$ cat src/design/mceb_pkg.sv
// Shared types and constants of the monochrome color-expansion blitter.
// Holds the word structs, the configuration register map and the queue entry.
// No dependencies.
`timescale 1ns / 1ps
`default_nettype none

package mceb_pkg;

    localparam int DEF_MAX_GLYPH_WIDTH  = 64;
    localparam int DEF_MAX_GLYPH_HEIGHT = 64;

    // Width of the configuration write data and index.
    localparam int CFG_DW = 24;
    localparam int CFG_IW = 3;

    // Column positions fit in 14 bits for every allowed glyph size.
    localparam int X_W = 14;

    // Entries in the queue between front and back.
    localparam int Q_DEPTH = 2;

    localparam logic [2:0] BPP_RESET = 3'd4;

    typedef enum logic [CFG_IW-1:0] {
        CFG_BYTES_PER_PIXEL = 3'd0,
        CFG_LINE_STRIDE     = 3'd1,
        CFG_CLIP_RIGHT      = 3'd2,
        CFG_CLIP_BOTTOM     = 3'd3,
        CFG_BASE_OFFSET     = 3'd4,
        CFG_WRITE_DISABLE   = 3'd5
    } t_cfg_idx;

    typedef struct packed {
        logic [11:0] origin_x;
        logic [11:0] origin_y;
        logic [6:0]  glyph_width;
        logic [6:0]  glyph_height;
        logic [31:0] fg_color;
        logic [31:0] bg_color;
        logic [7:0]  pattern_byte;
        logic [7:0]  mask_byte;
        logic        use_mask;
        logic        first_byte;
    } t_in;

    typedef struct packed {
        logic [31:0] write_offset;
        logic [31:0] write_data;
        logic [2:0]  write_bytes;
        logic        last_of_item;
    } t_out;

    typedef struct packed {
        logic [2:0]  bytes_per_pixel;
        logic [15:0] line_stride;
        logic [11:0] clip_right;
        logic [11:0] clip_bottom;
        logic [23:0] base_offset;
        logic        write_disable;
    } t_cfg;

    // One classified word: which of its eight pixels write, left to right.
    typedef struct packed {
        logic [7:0]     emit;
        logic [7:0]     sel;
        logic [X_W-1:0] x0;
        logic [31:0]    row_off;
        logic [31:0]    fg;
        logic [31:0]    bg;
        logic [2:0]     bpp;
    } t_job;

    function automatic logic [31:0] data_mask(input logic [2:0] bpp);
        logic [31:0] m;
        case (bpp)
            3'd1:    m = 32'h0000_00ff;
            3'd2:    m = 32'h0000_ffff;
            3'd3:    m = 32'h00ff_ffff;
            default: m = 32'hffff_ffff;
        endcase
        return m;
    endfunction

endpackage

`default_nettype wire

$ cat src/design/mceb_front.sv
// Front end of the blitter: accepts pattern words, keeps the row and byte
// counters, clips and masks, and builds one queue entry per word that writes.
// Depends on mceb_pkg.
`timescale 1ns / 1ps
`default_nettype none

module mceb_front #(
    parameter int MAX_GLYPH_WIDTH  = mceb_pkg::DEF_MAX_GLYPH_WIDTH,
    parameter int MAX_GLYPH_HEIGHT = mceb_pkg::DEF_MAX_GLYPH_HEIGHT
) (
    input  wire logic           i_clk,
    input  wire logic           i_rst_n,
    input  wire logic           i_valid,
    input  wire mceb_pkg::t_in  i_item,
    input  wire mceb_pkg::t_cfg i_cfg,
    input  wire logic           i_full,
    output logic                o_stall,
    output logic                o_push,
    output mceb_pkg::t_job      o_job
);

    localparam int BPL_MAX = (MAX_GLYPH_WIDTH + 7) / 8;
    localparam int BIR_W   = (BPL_MAX > 1) ? $clog2(BPL_MAX) : 1;
    localparam int ROW_W   = $clog2(MAX_GLYPH_HEIGHT + 1);
    localparam int CMP_W   = 10;

    logic [ROW_W-1:0] r_row, n_row;
    logic [BIR_W-1:0] r_bir, n_bir;

    logic [6:0]       gw, gh;
    logic [4:0]       bpl;
    logic [ROW_W-1:0] ri0, ri1;
    logic [BIR_W-1:0] bi0, bi1;
    logic [BIR_W:0]   bi2;
    logic [12:0]      cw, ch;
    logic [12:0]      xb;
    logic [12:0]      ry;
    logic [28:0]      prod;
    logic [7:0]       emit, sel;
    logic             en, accept;

    assign o_stall = i_full;
    assign accept  = i_valid && !i_full;

    always_comb begin
        if (i_item.glyph_width == 7'd0) begin
            gw = 7'd1;
        end else if (int'(i_item.glyph_width) > MAX_GLYPH_WIDTH) begin
            gw = 7'(MAX_GLYPH_WIDTH);
        end else begin
            gw = i_item.glyph_width;
        end
        if (i_item.glyph_height == 7'd0) begin
            gh = 7'd1;
        end else if (int'(i_item.glyph_height) > MAX_GLYPH_HEIGHT) begin
            gh = 7'(MAX_GLYPH_HEIGHT);
        end else begin
            gh = i_item.glyph_height;
        end
        bpl = 5'((8'(gw) + 8'd7) >> 3);

        ri0 = i_item.first_byte ? '0 : r_row;
        bi0 = i_item.first_byte ? '0 : r_bir;
        ri1 = (CMP_W'(ri0) > CMP_W'(gh)) ? ROW_W'(gh) : ri0;
        bi1 = (CMP_W'(bi0) >= CMP_W'(bpl)) ? '0 : bi0;
        xb  = 13'({bi1, 3'b000});

        // Visible extent after clipping; zero when the origin is at or past the edge.
        if (i_item.origin_x >= i_cfg.clip_right) begin
            cw = '0;
        end else if (13'(i_item.origin_x) + 13'(gw) > 13'(i_cfg.clip_right)) begin
            cw = 13'(i_cfg.clip_right - i_item.origin_x);
        end else begin
            cw = 13'(gw);
        end
        if (i_item.origin_y >= i_cfg.clip_bottom) begin
            ch = '0;
        end else if (13'(i_item.origin_y) + 13'(gh) > 13'(i_cfg.clip_bottom)) begin
            ch = 13'(i_cfg.clip_bottom - i_item.origin_y);
        end else begin
            ch = 13'(gh);
        end

        en = !i_cfg.write_disable && (i_cfg.bytes_per_pixel >= 3'd1)
             && (i_cfg.bytes_per_pixel <= 3'd4) && (13'(ri1) < ch);

        for (int k = 0; k < 8; k++) begin
            emit[k] = en && (xb + 13'(k) < cw)
                      && (!i_item.use_mask || i_item.mask_byte[7-k]);
            sel[k]  = i_item.pattern_byte[7-k];
        end

        ry   = 13'(i_item.origin_y) + 13'(ri1);
        prod = 29'(ry) * 29'(i_cfg.line_stride);

        bi2 = (BIR_W+1)'(bi1) + 1'b1;
        if (CMP_W'(bi2) >= CMP_W'(bpl)) begin
            n_bir = '0;
            n_row = (CMP_W'(ri1) < CMP_W'(gh)) ? ri1 + 1'b1 : ri1;
        end else begin
            n_bir = bi2[BIR_W-1:0];
            n_row = ri1;
        end
    end

    always_comb begin
        o_job.emit    = emit;
        o_job.sel     = sel;
        o_job.x0      = mceb_pkg::X_W'(i_item.origin_x) + mceb_pkg::X_W'(xb);
        o_job.row_off = 32'(prod) + 32'(i_cfg.base_offset);
        o_job.fg      = i_item.fg_color & mceb_pkg::data_mask(i_cfg.bytes_per_pixel);
        o_job.bg      = i_item.bg_color & mceb_pkg::data_mask(i_cfg.bytes_per_pixel);
        o_job.bpp     = i_cfg.bytes_per_pixel;
    end

    // Words with no visible pixel only step the counters.
    assign o_push = accept && (emit != 8'd0);

    always_ff @(posedge i_clk) begin
        if (!i_rst_n) begin
            r_row <= '0;
            r_bir <= '0;
        end else if (accept) begin
            r_row <= n_row;
            r_bir <= n_bir;
        end
    end

endmodule

`default_nettype wire

$ cat src/design/mceb_queue.sv
// Short queue of classified words between the front and the back end.
// Depends on mceb_pkg.
`timescale 1ns / 1ps
`default_nettype none

module mceb_queue (
    input  wire logic           i_clk,
    input  wire logic           i_rst_n,
    input  wire logic           i_push,
    input  wire mceb_pkg::t_job i_job,
    input  wire logic           i_pop,
    output logic                o_full,
    output logic                o_valid,
    output mceb_pkg::t_job      o_head
);

    localparam int PW = (mceb_pkg::Q_DEPTH > 1) ? $clog2(mceb_pkg::Q_DEPTH) : 1;
    localparam int CW = $clog2(mceb_pkg::Q_DEPTH + 1);

    mceb_pkg::t_job r_mem [mceb_pkg::Q_DEPTH];
    logic [PW-1:0]  r_wp, r_rp;
    logic [CW-1:0]  r_cnt;

    assign o_full  = (r_cnt == CW'(mceb_pkg::Q_DEPTH));
    assign o_valid = (r_cnt != '0);
    assign o_head  = r_mem[r_rp];

    always_ff @(posedge i_clk) begin
        if (i_push) begin
            r_mem[r_wp] <= i_job;
        end
    end

    always_ff @(posedge i_clk) begin
        if (!i_rst_n) begin
            r_wp  <= '0;
            r_rp  <= '0;
            r_cnt <= '0;
        end else begin
            if (i_push) begin
                r_wp <= (r_wp == PW'(mceb_pkg::Q_DEPTH - 1)) ? '0 : r_wp + 1'b1;
            end
            if (i_pop) begin
                r_rp <= (r_rp == PW'(mceb_pkg::Q_DEPTH - 1)) ? '0 : r_rp + 1'b1;
            end
            if (i_push && !i_pop) begin
                r_cnt <= r_cnt + 1'b1;
            end else if (i_pop && !i_push) begin
                r_cnt <= r_cnt - 1'b1;
            end
        end
    end

endmodule

`default_nettype wire

$ cat src/design/mceb_back.sv
// Back end of the blitter: walks the visible pixels of the queue head from
// left to right and issues one framebuffer write per cycle into the output
// register while the receiver does not stall. Depends on mceb_pkg.
`timescale 1ns / 1ps
`default_nettype none

module mceb_back (
    input  wire logic           i_clk,
    input  wire logic           i_rst_n,
    input  wire logic           i_head_valid,
    input  wire mceb_pkg::t_job i_head,
    output logic                o_pop,
    input  wire logic           i_out_stall,
    output logic                o_out_valid,
    output mceb_pkg::t_out      o_out_data
);

    logic [7:0]              r_done;
    logic                    r_out_valid;
    mceb_pkg::t_out          r_out;
    mceb_pkg::t_out          n_out;

    logic [7:0]              rem, pick;
    logic [2:0]              k;
    logic                    found, last, fire;
    logic [mceb_pkg::X_W-1:0] xk;
    logic [16:0]             xoff;

    always_comb begin
        rem   = i_head.emit & ~r_done;
        k     = '0;
        found = 1'b0;
        for (int i = 0; i < 8; i++) begin
            if (rem[i] && !found) begin
                k     = 3'(i);
                found = 1'b1;
            end
        end
        pick = 8'd1 << k;
        last = ((rem & ~pick) == 8'd0);

        xk   = i_head.x0 + mceb_pkg::X_W'(k);
        xoff = 17'(xk) * 17'(i_head.bpp);

        n_out.write_offset = i_head.row_off + 32'(xoff);
        n_out.write_data   = i_head.sel[k] ? i_head.fg : i_head.bg;
        n_out.write_bytes  = i_head.bpp;
        n_out.last_of_item = last;
    end

    assign fire  = i_head_valid && (!r_out_valid || !i_out_stall);
    assign o_pop = fire && last;

    always_ff @(posedge i_clk) begin
        if (fire) begin
            r_out <= n_out;
        end
    end

    always_ff @(posedge i_clk) begin
        if (!i_rst_n) begin
            r_out_valid <= 1'b0;
            r_done      <= '0;
        end else begin
            if (fire) begin
                r_out_valid <= 1'b1;
            end else if (!i_out_stall) begin
                r_out_valid <= 1'b0;
            end
            if (fire) begin
                r_done <= last ? 8'd0 : (r_done | pick);
            end
        end
    end

    assign o_out_valid = r_out_valid;
    assign o_out_data  = r_out;

endmodule

`default_nettype wire

$ cat src/design/mono_color_expand_blitter.sv
// Top level of the monochrome color-expansion blitter: configuration
// registers, front end, word queue and back end.
// Depends on mceb_pkg, mceb_front, mceb_queue and mceb_back.
//
// Usage: each input word carries one pattern byte of a 1-bit bitmap, its
// mask byte and the blit header; first_byte starts a new bitmap. Every
// visible pixel of the word becomes one output word: a framebuffer write with
// offset, data, byte count and a flag on the last write of the input word.
// The input channel is taken while the two-entry word queue has room; a word
// with no visible pixel is absorbed and only steps the counters. The first
// write of a word passes the word queue, then the output register. Throughput:
// one write per cycle while the receiver does not stall, limited by the
// single write slot of the output register; a word makes one to eight writes.
// When the receiver stalls, the output word holds and the back end waits;
// the front keeps accepting until the queue fills, then stalls the sender.
// Reset (synchronous, active low) empties the queue and output register,
// clears the row and byte counters and loads the register reset values.
// Configuration is written through a plain write port; the user must do so
// only while the block idles, which the block itself does not enforce.
`timescale 1ns / 1ps
`default_nettype none

module mono_color_expand_blitter #(
    parameter int MAX_GLYPH_WIDTH  = mceb_pkg::DEF_MAX_GLYPH_WIDTH,
    parameter int MAX_GLYPH_HEIGHT = mceb_pkg::DEF_MAX_GLYPH_HEIGHT
) (
    input  wire logic                          i_clk,
    input  wire logic                          i_rst_n,
    input  wire logic                          i_cfg_we,
    input  wire logic [mceb_pkg::CFG_IW-1:0]   i_cfg_index,
    input  wire logic [mceb_pkg::CFG_DW-1:0]   i_cfg_data,
    input  wire logic                          i_in_valid,
    input  wire mceb_pkg::t_in                 i_in_data,
    output logic                               o_in_stall,
    output logic                               o_out_valid,
    output mceb_pkg::t_out                     o_out_data,
    input  wire logic                          i_out_stall
);

    mceb_pkg::t_cfg r_cfg;
    mceb_pkg::t_job push_job, head_job;
    logic           push, pop, q_full, q_valid;

    always_ff @(posedge i_clk) begin
        if (!i_rst_n) begin
            r_cfg.bytes_per_pixel <= mceb_pkg::BPP_RESET;
            r_cfg.line_stride     <= '0;
            r_cfg.clip_right      <= '0;
            r_cfg.clip_bottom     <= '0;
            r_cfg.base_offset     <= '0;
            r_cfg.write_disable   <= 1'b0;
        end else if (i_cfg_we) begin
            case (i_cfg_index)
                mceb_pkg::CFG_BYTES_PER_PIXEL: r_cfg.bytes_per_pixel <= i_cfg_data[2:0];
                mceb_pkg::CFG_LINE_STRIDE:     r_cfg.line_stride     <= i_cfg_data[15:0];
                mceb_pkg::CFG_CLIP_RIGHT:      r_cfg.clip_right      <= i_cfg_data[11:0];
                mceb_pkg::CFG_CLIP_BOTTOM:     r_cfg.clip_bottom     <= i_cfg_data[11:0];
                mceb_pkg::CFG_BASE_OFFSET:     r_cfg.base_offset     <= i_cfg_data[23:0];
                mceb_pkg::CFG_WRITE_DISABLE:   r_cfg.write_disable   <= i_cfg_data[0];
                default: begin
                end
            endcase
        end
    end

    mceb_front #(
        .MAX_GLYPH_WIDTH  (MAX_GLYPH_WIDTH),
        .MAX_GLYPH_HEIGHT (MAX_GLYPH_HEIGHT)
    ) u_front (
        .i_clk   (i_clk),
        .i_rst_n (i_rst_n),
        .i_valid (i_in_valid),
        .i_item  (i_in_data),
        .i_cfg   (r_cfg),
        .i_full  (q_full),
        .o_stall (o_in_stall),
        .o_push  (push),
        .o_job   (push_job)
    );

    mceb_queue u_queue (
        .i_clk   (i_clk),
        .i_rst_n (i_rst_n),
        .i_push  (push),
        .i_job   (push_job),
        .i_pop   (pop),
        .o_full  (q_full),
        .o_valid (q_valid),
        .o_head  (head_job)
    );

    mceb_back u_back (
        .i_clk        (i_clk),
        .i_rst_n      (i_rst_n),
        .i_head_valid (q_valid),
        .i_head       (head_job),
        .o_pop        (pop),
        .i_out_stall  (i_out_stall),
        .o_out_valid  (o_out_valid),
        .o_out_data   (o_out_data)
    );

endmodule

`default_nettype wire

$ cat config.mk
export PLATFORM = sky130hd
export DESIGN_NAME = mono_color_expand_blitter
export DESIGN_NICKNAME = d
export VERILOG_FILES = /design/src/design/mceb_pkg.sv /design/src/design/mceb_front.sv /design/src/design/mceb_queue.sv /design/src/design/mceb_back.sv /design/src/design/mono_color_expand_blitter.sv
export SDC_FILE = /design/constraint.sdc
export NUM_CORES = 1
export LEC_CHECK = 0
export ABC_AREA = 1
export BUFFER_PORTS_ARGS = -buffer_cell sky130_fd_sc_hd__buf_2
export CORE_ASPECT_RATIO = 1.1
export CORE_MARGIN = 8
export CORE_UTILIZATION = 43
export CTS_CLUSTER_DIAMETER = 30
export DETAILED_ROUTE_END_ITERATION = 8
export GPL_TIMING_DRIVEN = 0
export PLACE_DENSITY = 0.58
export SYNTH_ARGS = -nofsm -noshare
export SYNTH_HDL_FRONTEND = slang
export SYNTH_SLANG_ARGS = --single-unit
$ cat constraint.sdc
create_clock -name i_clk -period 14.5 [get_ports i_clk]
set_clock_uncertainty 0.2 [all_clocks]
set_input_delay 1.45 -clock i_clk [delete_from_list [all_inputs] [get_ports i_clk]]
set_output_delay 1.45 -clock i_clk [all_outputs]
set_load 0.05 [all_outputs]
## Yosys cells after proc, flatten, opt, wreduce, memory -nomap -nowiden

Memory sizes are Yosys's and may differ from the RTL's. A register that Yosys moved wholly into a read port is not among the register bits.
Index checks and enable logic that the tools add are counted.

| storage, ports and cells | value |
|---|---|
| bits of input ports | 152 |
| output and inout port bits | 70 |
| logic and storage cells | 195 |
| register bits | 159 |
| memories | 1 |
| memory bits (writable) | 252 |

| cells by class | value |
|---|---|
| shifts and indexed selects | 1 |
| reduce and logical (&&, ||, !) cells | 68 |
| muxes and demuxes | 44 |
| add/sub/neg operators | 23 |
| bitwise operators | 7 |
| equality and inequality tests | 10 |
| order comparisons | 22 |
| multiply operators | 2 |

Memories:

| memory | words | bits a word | rd ports | clocked after Yosys merged registers in | write ports | line | source |
|---|---|---|---|---|---|---|---|
| u_queue.r_mem | 2 | 126 | 1 | 1 | 1 | mceb_queue.sv:20 | `mceb_pkg::t_job r_mem [mceb_pkg::Q_DEPTH];` |

Operators by type and width:

| cell | count |
|---|---|
| $pmux 32 s3 | 1 |
| $lt 13x13->1 | 7 |
| $and 32x32->32 | 2 |
| $mux 7 | 8 |
| $mux 13 | 4 |
| $add 12x7->13 | 3 |
| $add 32x17->32 | 1 |
| $logic_and 1x1->1 | 32 |
| $mux 32 | 1 |
| $add 29x24->30 | 1 |
| $mul 13x16->29 | 1 |
| $add 6x3->7 const B | 4 |
| $gt 13x12->1 | 2 |
| $sub 12x12->13 | 2 |
| $ge 12x12->1 | 2 |
| $mux 3 | 7 |
| $mul 14x3->17 | 1 |
| $mux 1 | 17 |
| $and 8x8->8 | 2 |
| $not 8->8 | 2 |
| $add 14x3->14 | 1 |
| $add 6x2->7 const B | 2 |
| $gt 7x7->1 const B | 2 |
| $logic_not 1->1 | 14 |
| other kinds (34) | 58 |

## Depth between registers and ports, before layout

Gate-level depths: netlist of run 1.

| logic depth | value |
|---|---|
| word-level depth | 32 |
| mapped depth | 47 |
| depth with buffers taken out | 47 |

## Cells and area by module

Synthesis of run 1 repeated with hierarchy kept, for this count alone.

| unflattened totals | value |
|---|---|
| cell total of the unflattened synthesis | 3443 |
| area total of the unflattened synthesis | 31665.4 um2 |

Modules (own cells, without submodules):

| module | cells each | area each (um2) | times used | sequential area each (um2) |
|---|---|---|---|---|
| mceb_front | 1992 | 13514.2 | 1 | 200.2 |
| mceb_queue | 436 | 9579.2 | 1 | 7847.5 |
| mceb_back | 614 | 5814.3 | 1 | 2222.1 |
| mono_color_expand_blitter | 401 | 2757.6 | 1 | 1361.3 |

## Worst setup path after synthesis of run 1

OpenSTA, ideal clock, no wires.

| timing path | value |
|---|---|
| kind | input port to flip-flop |
| from | in i_in_data[87] (netlist bit) |
| to | mem u_queue.r_mem[0][0] (netlist bit), enable pin |
| required time | 13.688 ns |
| path slack | 2.526 ns |
| arrival time | 11.161 ns |
| library setup time | 0.612 ns |
| cell stages on the path | 35 |
| buffers on the path | 1 |
| cell sequence | nor2_1 nand4_1 o21ai_0 ha_1 fa_1 nand3_1 nand2_1 nand3_1 a21oi_1 nand3_1 xor2_1 ha_1 nand3_1 nor3_1 o21ai_0 nand2_1 nand2_1 nand2_1 clkbuf_1 o211ai_1 ha_1 a21oi_1 nand3b_1 nand4_1 nor2_1 nand3_1 nand2_1 nand2_1 a21boi_1 nand3_1 nand2_1 nor2_1 nand2_1 nand2_1 nor2_1 |

| between the ends | value |
|---|---|
| longest elaborated chain between the ends | 15 |
| elaborated cells between the ends (all ways) | 32 |
| classes of those cells | add/sub: 1; order compare: 4; mux: 7; reduce/logical: 20 |

RTL lines:

| item | line | source |
|---|---|---|
| from (decl) | mono_color_expand_blitter.sv:33 | `input wire mceb_pkg::t_in i_in_data,` |
| $gt 7x7->1 | mceb_front.sv:55 | `end else if (int'(i_item.glyph_height) > MAX_GLYPH_HEIGHT) begin` |
| $mux 7 | mceb_front.sv:55 |  |
| $mux 7 (*) | mceb_front.sv:53 | `if (i_item.glyph_height == 7'd0) begin` |
| $add 12x7->13 | mceb_front.sv:78 | `end else if (13'(i_item.origin_y) + 13'(gh) > 13'(i_cfg.clip_bottom)) begin` |
| $gt 13x12->1 | mceb_front.sv:78 |  |
| $mux 13 | mceb_front.sv:78 |  |
| $mux 13 | mceb_front.sv:76 | `if (i_item.origin_y >= i_cfg.clip_bottom) begin` |
| $lt 7x13->1 (*) | mceb_front.sv:85 | `&& (i_cfg.bytes_per_pixel <= 3'd4) && (13'(ri1) < ch);` |
| $logic_and 1x1->1 (*) | mceb_front.sv:85 |  |
| $logic_and 1x1->1 | mceb_front.sv:88 | `emit[k] = en && (xb + 13'(k) < cw)` |
| $logic_and 1x1->1 | mceb_front.sv:89 | `&& (!i_item.use_mask \|\| i_item.mask_byte[7-k]);` |
| $reduce_bool 8->1 (*) | mceb_front.sv:117 | `assign o_push = accept && (emit != 8'd0);` |
| $logic_and 1x1->1 (*) | mceb_front.sv:117 |  |
| $mux 1 (*) | mceb_queue.sv:29 | `if (i_push) begin` |
| $mux 1 (not written as such) (*) | mceb_queue.sv:30 | `r_mem[r_wp] <= i_job;` |
| to (decl) | mceb_queue.sv:20 |  |

Mark *: on every way between the ends. The rest lies on a longest branch, timed or not.

==> flow_summary.ini, run 1 <==
[cells_and_area]
fin_cells = 4619
final_cell_mix = 739 x nand2_1, 608 x inv_1, 319 x edfxtp_1
syn_to_final_growth_pct = 18.9
fin_util_pct = 51.8
register_area_um2 = 11400
design_area_um2 = 35100
fill_cells = 6409
antenna_cells = 0
layout-drive-gt1-share_pct = 11.4
layout_commonest_cell = nand2_1
multi_input_area_um2 = 15400
layout.nets = 4205

[timing]
relSlewSlack_pct = 19.8
fin_crit_sh_pct = 84.2
worst_slew_pin_slew_ps = 1190
fmax_mhz = 81.9
fin_crit_ps = 12210
final-hold-violation-count = 0
rsz0062_at_grt = no
final_max_slew_viol_count = 0
final-setup-viol-count = 0

[critical_path]
cp_max_fo = 10
crit_arrival_ps = 12370
crit_family = adder cells
path_class = in -> reg
crit_required_ps = 14660
end_kind = flip-flop
path_buf_inv = 8
crit_path_max_incr_delay_ps = 870
crit_path_start_kind = primary input
crit_top_cell = nand2_1
crit_path_top_delay_cell = o21ai_0

[global_routing]
grt_pass1_wl_um = 122000
grt_pass1_vias = 23122
grt_max_degree = 75
track_usage_pct = 19.9
grt_remaining_overflow = 0
antenna_found_initial = 5

[clock_tree]
clk_latency_ps = 620
cts_made_buffers = 91
cts_resized = 0
clk_pin_slew_worst_paths_ps = 50
cts_buffer_depth = 3
cts.sinks = 411
cts_tree = done
h-tree-depth = 3
post_cts_buffers = 0
root_buffer = clkbuf_16
cts_hold_buffers = 0

[detailed_routing]
routed_wl_um = 76900
highest_layer = met5
avgViaCountPerCell = 4.81
num_vias = 22209
m1WireLength_um = 32600
wl_met2_um = 37400
ant_nets = 0
drc = 0
wl_met3_um = 3900
drtIter0Drc = 1130
wire_per_inst_um = 16.6
drt_pre_antenna_iters = 7

[placement]
routabilityCongestion = 0.901
numPortBuffers = 217
placedCellCount = 4450
dp_hpwl_um = 61100
place_area_um2 = 31900

[floorplanning]
initial_core_util_pct = 43.6
io_pins = 222
dieArea_um2 = 77300
num_rows = 100
coreArea_um2 = 67800
die_h_um = 291
die_w_um = 266

[run]
timing.max_cap.violations = 0

[synthesis]
syn-num-nets = 3889
yosysWarnings = 0
syn_avg_cell_area_um2 = 8.93
synth_edf_count = 319
synthFlopType = edfxtp_1
ys_seq_area_share_pct = 38.7
ys_types = 54
synth-async-reset-ratio_pct = 0
syn_area_um2 = 29500
synthCells = 3309
synth_seq_cells = 411

[power_and_ir_drop]
power_density_nw_per_um2 = 197
leakage_nw = 16.6
vdd_drop_max_v = 0.000134

[status]
status = finished clean

[worst_hold_path]
hold_class = reg -> reg
[layer usage]
metal,global-route usage [%],vias up
li1,-,11241
met1,24.1,10300
met2,35.1,509
met3,3.18,153
met4,8.13,6
met5,0,-
[state kept, by name (all words and copies together), names as in the netlist, named ones only]
register            cells
u_back.r_done           8
u_back.o_out_valid      1
u_front.r_row           7
u_queue.r_cnt           2
r_cfg                  68
u_queue.r_mem         252
u_queue.r_rp            1
u_back.o_out_data      67
u_queue.r_wp            1
u_front.r_bir           3
[path summary, 6_finish.rpt]
kind | slack, ps | to | from | depth (start not counted)
max reg2reg | 3310 | u_queue.r_mem[1][95] | u_front.r_row[2] | 41
min reg2reg | 250 | u_back.r_done[4] | u_back.r_done[4] | 2
min | 250 | u_back.r_done[4] | u_back.r_done[4] | 2
max | 2290 | u_queue.r_mem[1][95] | i_in_data[88] | 42
[synth_stat cells (3+ instances only)]
| cell type | n | area [um2] |
|---|---|---|
| nand2_1 | 739 | 2770 |
| clkinv_1 | 4 | 15.0 |
| nand3_1 | 79 | 395 |
| nor3_1 | 22 | 110 |
| o211ai_1 | 10 | 75.1 |
| and2_1 | 3 | 18.8 |
| a21oi_1 | 184 | 921 |
| buf_4 | 6 | 45.0 |
| nor4_1 | 3 | 18.8 |
| xor2_1 | 80 | 701 |
| dfxtp_1 | 92 | 1840 |
| mux2i_1 | 51 | 510 |
| nand3b_1 | 7 | 52.6 |
| xnor2_1 | 30 | 263 |
| inv_2 | 6 | 22.5 |
| nand2_2 | 3 | 18.8 |
| o21bai_1 | 8 | 60.1 |
| a21o_1 | 3 | 22.5 |
| nand4_1 | 25 | 156 |
| clkbuf_1 | 68 | 255 |
| ha_1 | 219 | 2740 |
| o21a_1 | 7 | 52.6 |
| o21ai_1 | 43 | 215 |
| buf_2 | 8 | 40.0 |
| o21ai_0 | 142 | 711 |
| nor2_1 | 269 | 1010 |
| inv_1 | 609 | 2290 |
| a31oi_1 | 10 | 62.6 |
| fa_1 | 209 | 4180 |
| a21boi_0 | 9 | 67.6 |
| or2_2 | 14 | 87.6 |
| edfxtp_1 | 319 | 9580 |
[power breakdown]
group	switching, mW	internal, mW	total (mW)
Combinational	1.98	0.955	2.94
Clock	0.673	1.44	2.11
Sequential	0.0795	1.80	1.88
[logic make-up after synthesis]
| group | Yosys count | share of synthesized area, % |
|---|---|---|
| compound gates | 431 | 7.84 |
| xor+xnor | 110 | 3.26 |
| fa+ha+maj | 428 | 23.4 |
| buf+inv | 703 | 9.05 |
| flops | 411 | 38.7 |
| mux | 51 | 1.73 |
| other cells | 1 | 0.0127 |
| simple gates | 1174 | 16.0 |
[stage by stage]
step / setup slack [ps] / hold slack [ps] / total power, mW / TNS [ps]
2_1_floorplan: 2530 / 226 / 4.13 / 0
3_3_place_gp: -2530 / 238 / 4.87 / -316460
3_5_place_dp: 1520 / 239 / 4.88 / 0
4_1_cts: 2200 / 249 / 7.03 / 0
5_1_grt: 1220 / 269 / 7.44 / 0
6_report: 2290 / 249 / 6.93 / 0
[cell type report]
cell class	count	share of cell area, %
Multi-Input combinational cell	2195	44.0
Sequential cell	411	32.5
Clock buffer	113	7.01
Inverter	619	6.64
Timing Repair Buffer	223	3.48
Tap cell	918	3.27
Clock inverter	56	2.13
Buffer	84	0.994
[worst reg2reg max path, delay by kind of cell (launching register included)]
family / cells / cell delay, ps
AOI/OAI and AO/OA: 11 / 3080
xor gates and xnor gates: 2 / 1000
adders and majority gates: 9 / 4130
buffers and inverters: 7 / 1060
DFF: 1 / 300
and+or+nand+nor: 12 / 1200
(Power assumes the default switching activity.)
==> run 2, diff against run 1 <==
==> constraint.sdc (replaced) <==
create_clock -name i_clk -period 11.5 [get_ports i_clk]
set_clock_uncertainty 0.2 [all_clocks]
set_input_delay 1.15 -clock i_clk [delete_from_list [all_inputs] [get_ports i_clk]]
set_output_delay 1.15 -clock i_clk [all_outputs]
set_load 0.05 [all_outputs]
==> run 2 against run 1 <==
Against the previous run:
- wire length increased by 0.37%
- register-to-register slack got worse by 1700 ps
- die area is the same
- sequential cell count is the same
- cell count is essentially flat
- critical path depth rose by 3
- first-iteration DRC count fell by 5.1%
- count of clock-buffer cells in the layout is 11 lower
- via count grew 0.16%
- largest power group unchanged
==> flow_summary.ini, run 2 (same netlist as run 1, synthesis figures left out) <==
[critical_path]
crit_path_max_incr_delay_ps = 540
cp_max_fo = 10
crit_top_cell = nand2_1
crit_path_start_kind = primary input
path_class = in -> reg
ff2ff_path_depth = 42
crit_arrival_ps = 10830
crit_path_top_delay_cell = fa_1
end_kind = flip-flop
crit_required_ps = 11640

[placement]
place_area_um2 = 31900
placedCellCount = 4450
dp_slack_ps = -1100
numPortBuffers = 217
dp_hpwl_um = 61200
routabilityCongestion = 0.904

[power_and_ir_drop]
power_switching_mw = 3.45
swShare_pct = 39.8
vdd_drop_max_v = 0.000147
pwr-share-comb_pct = 43.0
leakage_nw = 16.6
seq_power_share_pct = 27.2
p_int_mw = 5.22
power.share.clock_pct = 29.8
power_density_nw_per_um2 = 247

[detailed_routing]
wire_per_inst_um = 16.7
drtIter0Drc = 1072
ant_nets = 0
num_vias = 22244
drt_pre_antenna_iters = 7
avgViaCountPerCell = 4.82
drc = 0
routed_wl_um = 77200

[cells_and_area]
design_area_um2 = 35100
layout_commonest_cell = nand2_1
fin_cells = 4618
final_cell_mix = 739 x nand2_1, 608 x inv_1, 319 x edfxtp_1
multi_input_area_um2 = 15500
layout-drive-gt1-share_pct = 11.4
regMostFlops = u_queue.r_mem
fill_cells = 6482
register_area_um2 = 11400
syn_to_final_growth_pct = 18.8
layout.nets = 4203
largest_register_ffs = 252

[floorplanning]
initial_core_util_pct = 43.6
io_pins = 222
die_w_um = 266
num_rows = 100
dieArea_um2 = 77300
die_h_um = 291
coreArea_um2 = 67800

[clock_tree]
clk_pin_slew_worst_paths_ps = 50
h-tree-depth = 3
root_buffer = clkbuf_16
cts_tree = done
cts_made_buffers = 87
cts.sinks = 411
clk_latency_ps = 620
cts_buffer_depth = 3
cts_hold_buffers = 0

[timing]
final-hold-violation-count = 0
fmax_mhz = 93.6
fin_crit_sh_pct = 92.9
final_max_slew_viol_count = 0
rsz0062_at_grt = no
worst_slew_pin_slew_ps = 1070
relSlewSlack_pct = 28.2
fin_crit_ps = 10680
tns_ps = 0
final-setup-viol-count = 0
fin_ws_ps = 817

[global_routing]
grt_remaining_overflow = 0
grt_max_degree = 72
antenna_found_initial = 5
track_usage_pct = 20.1
grt_pass1_vias = 23147
grt_pass1_wl_um = 123000

[run]
timing.max_cap.violations = 0

[worst_hold_path]
hold_class = reg -> reg
holdPathStages = 2

[status]
status = finished clean
## run 2: per-stage QoR
step | util (%) | hold slack (ps) | total power, mW
after global routing | 51.7 | 293 | 9.34
after floorplan | - | 226 | 5.19
after global placement | 46.9 | 235 | 6.11
after detailed placement | 47.1 | 240 | 6.16
after CTS | 51.6 | 250 | 8.79
final | 51.7 | 249 | 8.67
## run 2: metal layers
layer	part of all wire, %	global-route usage [%]	routed length (um)	vias to the layer above
li1	-	-	-	11212
met4	3.4	7.93	2620	4
met5	0.026	0	20	-
met3	4.7	3.30	3640	142
met1	43	24.2	33100	10425
met2	49	35.4	37700	461
## run 2: power groups by stage
stage	Clock, mW	Sequential [mW]	Combinational [mW]
CTS	2.63	2.36	3.80
detailed placement	0	2.39	3.78
floorplan	0	2.85	2.34
finish	2.58	2.36	3.73
global placement	0	2.44	3.67
global route	2.71	2.39	4.24
## run 2: worst max-delay path, delay by kind of cell
kind            cells  cell delay, ps
compound gates     11            2090
xor+xnor            1             200
fa+ha+maj           9            4080
buf+inv             8            1090
simple gates       16            2220
## run 2: layout make-up
cell class / count / area share [%]
multi-input cells: 2195 / 44.2
flip-flops and latches: 411 / 32.6
inverters: 619 / 6.66
clock buffers: 102 / 6.57
repair buffers: 225 / 3.52
well taps: 918 / 3.27
clock inverters: 61 / 2.21
plain buffers: 84 / 0.999
diodes: 3 / 0.0214
## run 2: path summary, 6_finish.rpt
check	slack (ps)	startpoint	to
max	820	i_in_data[87]	u_queue.r_mem[0][95]
max reg2reg	1590	u_front.r_row[6]	u_queue.r_mem[0][95]
min reg2reg	250	u_back.r_done[4]	u_back.r_done[4]
min	250	u_back.r_done[4]	u_back.r_done[4]
## run 2: repair_timing
action,CTS,global route
buffers inserted,0,2
gates cloned,0,0
endpoints found under the setup margin,8,20
gates resized for setup,3,15
==> run 3, diff against run 2 <==
--- a/config.mk
+++ b/config.mk
@@ -6,14 +6,15 @@
 export NUM_CORES = 1
 export LEC_CHECK = 0
 export ABC_AREA = 1
-export BUFFER_PORTS_ARGS = -buffer_cell sky130_fd_sc_hd__buf_2
+export BUFFER_PORTS_ARGS = -buffer_cell sky130_fd_sc_hd__clkbuf_2
+export CAP_MARGIN = 15
 export CORE_ASPECT_RATIO = 1.1
 export CORE_MARGIN = 8
-export CORE_UTILIZATION = 43
+export CORE_UTILIZATION = 35
 export CTS_CLUSTER_DIAMETER = 30
 export DETAILED_ROUTE_END_ITERATION = 8
 export GPL_TIMING_DRIVEN = 0
-export PLACE_DENSITY = 0.58
+export PLACE_DENSITY = 0.49
 export SYNTH_ARGS = -nofsm -noshare
 export SYNTH_HDL_FRONTEND = slang
 export SYNTH_SLANG_ARGS = --single-unit
==> run 3 against run 2 <==
Against the previous run:
- sequential power about the same
- wire length rose by 6.9%
- largest power group unchanged
- non-clock buffer count did not move
- largest cell class unchanged
==> flow_summary.ini, run 3 (same netlist as run 1, synthesis figures left out) <==
[floorplanning]
num_rows = 111
dieArea_um2 = 93900
initial_core_util_pct = 35.4
die_h_um = 321
coreArea_um2 = 83500
io_pins = 222
die_w_um = 293

[clock_tree]
cts.sinks = 411
clk_pin_slew_worst_paths_ps = 40
cts_buffer_depth = 3
root_buffer = clkbuf_16
cts_tree = done
cts_hold_buffers = 0
cts_made_buffers = 99
post_cts_buffers = 0
h-tree-depth = 3
clk_latency_ps = 640

[power_and_ir_drop]
vdd_drop_max_v = 0.000160
power_density_nw_per_um2 = 250
finalPower_mw = 8.93
leakage_nw = 16.8

[detailed_routing]
drc = 0
avgViaCountPerCell = 4.60
drtIter0Drc = 923
ant_nets = 0
num_vias = 22311
routed_wl_um = 82500
wire_per_inst_um = 17.0
drt_pre_antenna_iters = 5

[placement]
dp_slack_ps = -1310
place_area_um2 = 32200
routabilityCongestion = 0.877
placedCellCount = 4664
dp_hpwl_um = 65800
numPortBuffers = 217

[cells_and_area]
regMostFlops = u_queue.r_mem
fin_util_pct = 42.8
final_cell_mix = 739 x nand2_1, 608 x inv_1, 319 x edfxtp_1
layout.nets = 4215
design_area_um2 = 35700
fin_cells = 4851
multi_input_area_um2 = 15500
layout_commonest_cell = nand2_1
syn_to_final_growth_pct = 20.9
fill_cells = 8301
largest_register_ffs = 252
register_area_um2 = 11400
layout-drive-gt1-share_pct = 11.8

[global_routing]
grt_max_degree = 70
antenna_found_initial = 4
track_usage_pct = 17.5
grt_pass1_vias = 23315
grt_pass1_wl_um = 129000
grt_remaining_overflow = 0

[timing]
fin_ws_ps = 856
final-hold-violation-count = 0
fin_crit_sh_pct = 92.6
final_max_slew_viol_count = 0
rsz0062_at_grt = no
hold_slack_ps = 249
fin_crit_ps = 10640
relSlewSlack_pct = 33.8
final-setup-viol-count = 0
fmax_mhz = 93.9
tns_ps = 0
worst_slew_pin_slew_ps = 993

[critical_path]
path_class = in -> reg
r2r_end = u_queue.r_mem[1][95]
cp_max_fo = 10
ff2ff_path_depth = 39
crit_path_top_delay_cell = fa_1
crit_required_ps = 11670
crit_arrival_ps = 10820
crit_top_cell = nand2_1
crit_path_start_kind = primary input
end_kind = flip-flop
reg2reg_from = u_front.r_row[2]
ff2ff_setup_slack_ps = 1620
crit_path_max_incr_delay_ps = 550

[worst_hold_path]
min_to = u_back.r_done[1]
hold_class = reg -> reg
min_from = u_back.r_done[1]
holdPathStages = 2

[run]
timing.max_cap.violations = 0

[status]
status = finished clean
-- run 3: changes by cell type in the layout (fill, tap and decap cells not counted), sizes merged --
cell	change
diode	-2
bufinv	-1
inv	-1
buf	-217
clkbuf	+232
clkinv	+9
clkinvlp	+1
-- run 3: timing repair --
action | 4_1_cts | 5_1_grt
gates resized for setup | 5 | 14
gates cloned | 0 | 0
endpoints found under the setup margin | 16 | 20
endpoints found under the hold margin | 0 | 0
-- run 3: routing by layer --
layer  vias up  wire, um  GRT usage (%)
li1      11273         -              -
met3       145      3570           2.96
met2       449     41000           31.3
met5         -        13              0
met1     10442     35100           21.1
met4         2      2750           6.39
-- run 3: how the worst max path moves through the flow --
stage / from / to / slack (ps) / depth (start not counted)
6_report: i_in_data[87] / u_queue.r_mem[1][95] / 860 / 42
5_1_grt: i_in_data[83] / u_queue.r_mem[0][95] / 20 / 45
4_1_cts: i_in_data[87] / u_queue.r_mem[1][95] / 7 / 43
3_5_place_dp: i_in_data[88] / u_queue.r_mem[1][95] / -1310 / 42
3_3_place_gp: i_in_data[87] / u_queue.r_mem[0][27] / -2070 / 36
2_1_floorplan: i_in_data[0] / u_queue.r_mem[0][95] / 1260 / 41
-- run 3: worst max-delay path: cells and delay by family --
kind / cells / cell delay [ps]
simple gates: 13 / 1650
compound gates: 10 / 2330
xor+xnor: 2 / 590
buf+inv: 8 / 1120
fa+ha+maj: 9 / 3970
-- run 3: power breakdown --
group          switching [mW]  internal (mW)
clock network           0.893           1.91
logic                    2.55           1.20
registers               0.104           2.27
total                    3.55           5.38
-- run 3: layout make-up --
| class | count | area share (%) |
|---|---|---|
| sequential | 411 | 32.0 |
| tap | 1130 | 3.96 |
| inverter | 619 | 6.54 |
| clock inverter | 69 | 2.32 |
| clock buffer | 117 | 7.33 |
| buffer | 84 | 0.981 |
| timing repair buffer | 225 | 3.46 |
| multi-input combinational | 2195 | 43.4 |
| antenna | 1 | 0.00701 |
